`config.mk`:
```
export PLATFORM = sky130hd
export DESIGN_NAME = ttli_div
export DESIGN_NICKNAME = d
export VERILOG_FILES = /design/src/sv/ttli_pkg.sv /design/src/sv/ttli_div.sv
export SDC_FILE = /design/constraint.sdc
export NUM_CORES = 1
export LEC_CHECK = 0
export ABC_CLOCK_PERIOD_IN_PS = 3550
export BUFFER_PORTS_ARGS = -buffer_cell sky130_fd_sc_hd__buf_4
export CELL_PAD_IN_SITES_DETAIL_PLACEMENT = 0
export CELL_PAD_IN_SITES_GLOBAL_PLACEMENT = 1
export CORE_MARGIN = 2
export CORE_UTILIZATION = 35
export DETAILED_ROUTE_END_ITERATION = 8
export GPL_TIMING_DRIVEN = 0
export PLACE_DENSITY = 0.62
export RECOVER_POWER = 25
export SYNTH_ARGS = -nofsm -noshare
export SYNTH_HDL_FRONTEND = slang
export SYNTH_SLANG_ARGS = --single-unit
```
`constraint.sdc`:
```
create_clock -name clk -period 3.55 [get_ports clk]
set_input_delay 0.71 -clock clk [delete_from_list [all_inputs] [get_ports clk]]
set_output_delay 0.71 -clock clk [all_outputs]
set_load 0.005 [all_outputs]
```
`src/sv/ttli_pkg.sv`:
```
`timescale 1ns / 1ps
package ttli_pkg;
  localparam int MAX_ROWS_DEF = 256;
  localparam int MAX_VARS_DEF = 8;

  localparam logic [1:0] OP_STAMP = 2'd0;
  localparam logic [1:0] OP_VALUE = 2'd1;
  localparam logic [1:0] OP_QUERY = 2'd2;

  localparam logic [1:0] ST_OK    = 2'd0;
  localparam logic [1:0] ST_EMPTY = 2'd1;
  localparam logic [1:0] ST_REJ   = 2'd2;

  localparam logic CFG_ACTIVE = 1'b0;
  localparam logic CFG_MASK   = 1'b1;

  typedef enum logic [3:0] {
    S_IDLE,
    S_LAST_RD,
    S_LAST_CHK,
    S_FIRST_RD,
    S_FIRST_CHK,
    S_CUR_RD,
    S_CUR_CHK,
    S_WALK_RD,
    S_WALK_CHK,
    S_LO_RD,
    S_DIV,
    S_VAL_RD,
    S_VAL_WAIT,
    S_VAL_EMIT,
    S_OUT
  } state_t;

  typedef struct packed {
    logic start;
    logic busy;
    logic done;
  } div_ctl_t;
endpackage

```
`src/sv/ttli_div.sv`:
```
`timescale 1ns / 1ps
module ttli_div (
  input  logic                 clk,
  input  logic                 rst_n,
  input  logic                 start,
  input  logic [47:0]          num,
  input  logic [32:0]          den,
  output ttli_pkg::div_ctl_t   ctl,
  output logic [16:0]          quo
);
  import ttli_pkg::*;

  // Restoring divider, one quotient bit per cycle. The quotient is known
  // to fit in 17 bits because num < (den << 16) + den.
  logic [48:0] rem_r, rem_nxt;
  logic [47:0] n_r, n_nxt;
  logic [32:0] d_r;
  logic [16:0] q_r, q_nxt;
  logic [5:0]  cnt_r, cnt_nxt;
  logic        busy_r, busy_nxt, done_r, done_nxt;
  logic [49:0] trial;

  always_comb begin
    rem_nxt  = rem_r;
    n_nxt    = n_r;
    q_nxt    = q_r;
    cnt_nxt  = cnt_r;
    busy_nxt = busy_r;
    done_nxt = 1'b0;
    trial    = {rem_r, n_r[47]} - {17'd0, d_r};
    if (start) begin
      rem_nxt  = '0;
      n_nxt    = num;
      q_nxt    = '0;
      cnt_nxt  = 6'd48;
      busy_nxt = 1'b1;
    end else if (busy_r) begin
      n_nxt = {n_r[46:0], 1'b0};
      if (!trial[49]) begin
        rem_nxt = trial[48:0];
        q_nxt   = {q_r[15:0], 1'b1};
      end else begin
        rem_nxt = {rem_r[47:0], n_r[47]};
        q_nxt   = {q_r[15:0], 1'b0};
      end
      cnt_nxt = cnt_r - 6'd1;
      if (cnt_r == 6'd1) begin
        busy_nxt = 1'b0;
        done_nxt = 1'b1;
      end
    end
  end

  always_ff @(posedge clk) begin
    if (!rst_n) begin
      busy_r <= 1'b0;
      done_r <= 1'b0;
      cnt_r  <= '0;
    end else begin
      busy_r <= busy_nxt;
      done_r <= done_nxt;
      cnt_r  <= cnt_nxt;
    end
    rem_r <= rem_nxt;
    n_r   <= n_nxt;
    q_r   <= q_nxt;
    if (start) begin
      d_r <= den;
    end
  end

  assign ctl.start = start;
  assign ctl.busy  = busy_r;
  assign ctl.done  = done_r;
  assign quo       = q_r;
endmodule

```
* Yosys cells after proc, flatten, opt, wreduce, memory -nomap -nowiden *
Cells that the tools add are included.

word-level totals
  bits in registers = 155
  input port bits = 84
  output and inout bits = 20
  logic and storage cells = 26

cells by class
  add/subtract/negate cells = 2
  equal/unequal tests = 1
  mux-type cells = 10
  bitwise operators = 2
  reductions and logical operators = 3

operators by type and width
  kind                                                                   number
  48-bit two-way mux                                                     2
  50-bit by 33-bit subtractor with 50-bit output                         1
  49-bit two-way mux                                                     1
  6-bit two-way mux                                                      2
  6-bit by 1-bit equality test with 1-bit output, second input constant  1
  6-bit by 1-bit subtractor with 6-bit output, second input constant     1
  1-bit two-way mux                                                      5
  3-bit OR reduction                                                     1
  1-bit NOT                                                              2
  2-bit nonzero test                                                     1
  2-bit OR reduction                                                     1

* Longest topological paths before layout *
  depth after elaboration = 4
  depth in mapped cells = 15
  depth with buffers taken out = 12

* Worst setup path before layout *
Ideal clock, no wire load.

  path kind = reg-to-reg
  from = reg d_r[4]
  to = reg rem_r[45]
  setup time = 0.091 ns
  data arrival time = 3.123 ns
  data required time = 3.459 ns
  slack = 0.336 ns
  cell stages (with the launch flop) = 13
  buffers on the path = 1
  period minus slack after synthesis = 3.214 ns
  path through = edfxtp_1 -> inv_1 -> ha_1 -> a21o_1 -> a211o_1 -> o22a_2 -> a2111oi_4 -> nor2_2 -> a41o_1 -> buf_6 -> or2_4 -> or4_1 -> a311oi_1

on the way
  word-level cells in the longest chain between the ends = 2

ends and longest elaborated chain
  item                                            RTL line        RTL
  start: declaration                              ttli_div.sv:17  logic [32:0] d_r;
  start signal: assignment                        ttli_div.sv:68  d_r <= den;
  50-bit by 33-bit subtractor with 50-bit output  ttli_div.sv:30  trial = {rem_r, n_r[47]} - {17'd0, d_r};
  49-bit two-way mux                              ttli_div.sv:39  if (!trial[49]) begin
  end signal: assignment                          ttli_div.sv:64  rem_r <= rem_nxt;
  end: declaration                                ttli_div.sv:15  logic [48:0] rem_r, rem_nxt;

Every way passes these cells.
A chain may end at the register's enable or synchronous reset.

* Final worst setup path *
  from = reg d_r[4]
  to = reg rem_r[47]

Same word-level chain as after synthesis.

==> impl_metrics.env <==
export IMPL_hold_start="den[15]"
export IMPL_syn_area_um2=8400
export IMPL_vias=6900
export IMPL_slew_headroom_pct=43.6
export IMPL_startpoint_type="flop"
export IMPL_syn_nets=966
export IMPL_p_switching_mw=1.93
export IMPL_p_int_mw=3.69
export IMPL_cts_reportedPaths_clkPinSlew_ns=0.08
export IMPL_synth_edf_count=81
export IMPL_synth_sequential_area_ratio_pct=46.6
export IMPL_critPathBufInv=2
export IMPL_chipWidth_um=159
export IMPL_required_ns=3.90
export IMPL_wl_per_cell_um=18.3
export IMPL_fin_ws_ns=0.121
export IMPL_pwr_share_seq_pct=38.6
export IMPL_r2r_setup_slack_ns=0.12
export IMPL_drive_gt1_share_pct=25.2
export IMPL_dp_hpwl_um=17200
export IMPL_r2r_end="rem_r[47]"
export IMPL_syn_avg_cell_area_um2=9.93
export IMPL_cp_arrival_ns=3.78
export IMPL_wirelength_um=23900
export IMPL_hp_class="in -> reg"
export IMPL_max_freq_mhz=292
export IMPL_cts_sinks=155
export IMPL_skew_ns=0.0182
export IMPL_path_class="reg -> reg"
export IMPL_worstReg2RegStart="d_r[4]"
export IMPL_cts_htree_levels=4
export IMPL_root_buffer="clkbuf_16"
export IMPL_ys_top_cells_by_area="edfxtp_1, dfxtp_1, mux2_2"
export IMPL_core_area_um2=23500
export IMPL_cp_cell_sequence="inv_2 -> ha_4 -> a21o_1 -> a211o_1 -> o22a_4 -> a2111oi_4 -> nor2_4 -> a41o_1 -> buf_6 -> or2_4 -> or4_4 -> a311oi_2"
export IMPL_total_power_mw=5.63
export IMPL_gp_congestion=0.825
export IMPL_drtAntennaViolNets=0
export IMPL_maxCapViolations=0
export IMPL_status="completed"
export IMPL_leakage_nw=4.18
export IMPL_synth_cells=846
export IMPL_final_max_slew_violation_count=0
export IMPL_antenna_found_initial=0
export IMPL_synth_top_area_cell="edfxtp_1"
export IMPL_grt_pass1_wl_um=37700
export IMPL_synth_top_area_share_pct=29.0
export IMPL_grt_max_degree=36
export IMPL_crit_fanout=7
export IMPL_path_delay_family="compound AO/OA/AOI/OAI gates"
export IMPL_final_area_um2=10500
export IMPL_worstMarginPinSlew_ns=0.846
export IMPL_dpl_instance_area_um2=9590
export IMPL_start_util_pct=35.7
export IMPL_area_growth_pct=25.3
export IMPL_power_density_nw_per_um2=535
export IMPL_period_needed_ns=3.43
export IMPL_die_area_um2=25200
export IMPL_drt_iter0_drc=397
export IMPL_crit_path_max_incr_delay_ns=0.53
export IMPL_synth_common_cells="nor2_1, edfxtp_1, nand2_1"
export IMPL_yosysWarnings=0
export IMPL_swShare_pct=34.4
export IMPL_pre_cts_ws_ns=-0.292
export IMPL_setup_viol=0
export IMPL_row_count=56
export IMPL_drtPass1Iterations=4
export IMPL_clkPwrFrac_pct=34.2
export IMPL_crit_path_top_delay_cell="or4_4"
export IMPL_async_reset_ff_share_pct=0
export IMPL_grt_usage_pct=18.9
export IMPL_cts_max_path_buffers=2
export IMPL_synth_most_common_cell="nor2_1"
export IMPL_placement_io_buffers=103
export IMPL_grt_pass1_vias=6819
export IMPL_cts_tree="yes"
export IMPL_io_pin_count=104
export IMPL_crit_path_end_kind="flop"
export IMPL_diodes=0
export IMPL_final_nets=1098
export IMPL_hold_end="d_r[15]"
export IMPL_synth_distinct_cells=70
export IMPL_drc=0
export IMPL_finalCritPeriodShare_pct=96.6
export IMPL_vdd_ir_drop_max_v=0.000317
export IMPL_synth_seq_cells=155
export IMPL_synth_ff_type="edfxtp_1"
export IMPL_chipHeight_um=159
export IMPL_hold_violations=0
export IMPL_combPwrFrac_pct=27.1
export IMPL_clk_latency_ns=0.45
export IMPL_numCtsBuffers=17
export IMPL_min_path_cells=1
export IMPL_utilization_pct=44.7
export IMPL_grt_ovfl_total=0
export IMPL_avgViaCountPerCell=5.27
export IMPL_reg2reg_depth=12
[cells in the final DEF, fill, tap and decap left out, types with 5 or more instances in the layout]
cell type | Yosys | layout
nor2b_1 | 9 | 9
a31oi_1 | 8 | 7
a211oi_1 | 13 | 12
a21oi_1 | 45 | 43
dfxtp_1 | 74 | 74
buf_6 | 1 | 5
nor3_1 | 19 | 17
a311oi_1 | 30 | 26
clkinv_8 | 0 | 6
and2_1 | 9 | 9
inv_1 | 44 | 43
or3_1 | 7 | 6
nand2_1 | 77 | 76
a21o_1 | 6 | 6
buf_4 | 4 | 90
xnor2_1 | 27 | 27
o21a_1 | 11 | 11
edfxtp_1 | 81 | 81
o31ai_1 | 10 | 8
nand3_1 | 6 | 6
o21ai_0 | 23 | 23
xor2_1 | 7 | 7
clkbuf_16 | 0 | 17
clkbuf_1 | 35 | 29
ha_1 | 35 | 33
clkbuf_4 | 0 | 33
nor2_1 | 97 | 97
nand4_1 | 10 | 10
mux2_2 | 47 | 47
nand2b_1 | 7 | 7
mux2i_1 | 18 | 18
[state kept, by name, summed over array words and instances, names as in the netlist]
register and cells:
quo 17, cnt_r 6, rem_r 49, d_r 33
done_r 1, busy_r 1, n_r 48
[stage by stage]
stage | hold slack, ns | std cells | setup TNS (ns)
final | 0.454 | 1310 | 0
after global routing | 0.444 | 1310 | -0.0238
after CTS | 0.420 | 1304 | 0
after detailed placement | 0.491 | 1269 | -6.93
after global placement | 0.484 | 1268 | -17.48
after floorplan | 0.468 | 846 | 0
[layer usage]
| metal | share of wire, % | vias up | routed length [um] | GRT usage (%) |
|---|---|---|---|---|
| met1 | 48 | 3339 | 11400 | 25.6 |
| li1 | - | 3378 | - | - |
| met2 | 46 | 156 | 11000 | 30.6 |
| met3 | 4.9 | 27 | 1170 | 4.36 |
| met5 | 0 | - | 0 | 0 |
| met4 | 1.5 | 0 | 351 | 5.04 |
[worst register-to-register path: stages (launching register included)]
cell and delay, ns:
edfxtp_1 0.40, inv_2 0.08, ha_4 0.21, a21o_1 0.17, a211o_1 0.24, o22a_4 0.28
a2111oi_4 0.42, nor2_4 0.10, a41o_1 0.22, buf_6 0.15, or2_4 0.28, or4_4 0.53
a311oi_2 0.25
[cell families (layout without fill, tap and decap cells)]
kind of cell             Yosys count  in the layout  synth area share [%]
adder cells (fa/ha/maj)           36             36                  5.45
AND/OR/NAND/NOR                  272            272                  15.4
buffers and inverters             93            238                  4.50
flip-flops                       155            155                  46.6
multiplexers                      65             65                  8.45
XOR/XNOR                          34             34                  3.55
AO/OA/AOI/OAI                    191            191                  16.0
[layout make-up]
class                      instances  area (um2)
clock inverter                    15         201
multi-input combinational        598        4290
clock buffer                      17         425
timing repair buffer             117         891
fill                            2338       13000
sequential                       155        3910
tap                              319         399
inverter                          45         169
buffer                            44         229
[how the worst max path moves through the flow]
stage                         start   endpoint  slack (ns)  cells after the start
after floorplan              d_r[4]  rem_r[45]        0.34                     12
after global placement    rem_r[17]  rem_r[11]       -0.35                     12
after detailed placement     d_r[4]   rem_r[9]       -0.29                     13
after CTS                    d_r[4]  rem_r[47]       0.006                     12
after global routing         d_r[4]  rem_r[37]       -0.01                     12
final                        d_r[4]  rem_r[47]        0.12                     12
[power groups by stage]
stage	clock [mW]	sequential (mW)	combinational, mW
floorplan	0	2.17	0.991
finish	1.93	2.17	1.53
global route	2.02	2.19	1.68
global placement	0	2.21	1.39
CTS	1.96	2.17	1.44
detailed placement	0	2.21	1.39
[timing repair]
item                       in CTS  in global routing
hold buffers                    0                  0
setup buffers                   3                 10
gates resized for setup        17                 31
pin swaps                       7                 14
setup endpoints to repair      42                 49
Power figures use the tool's default switching activity.
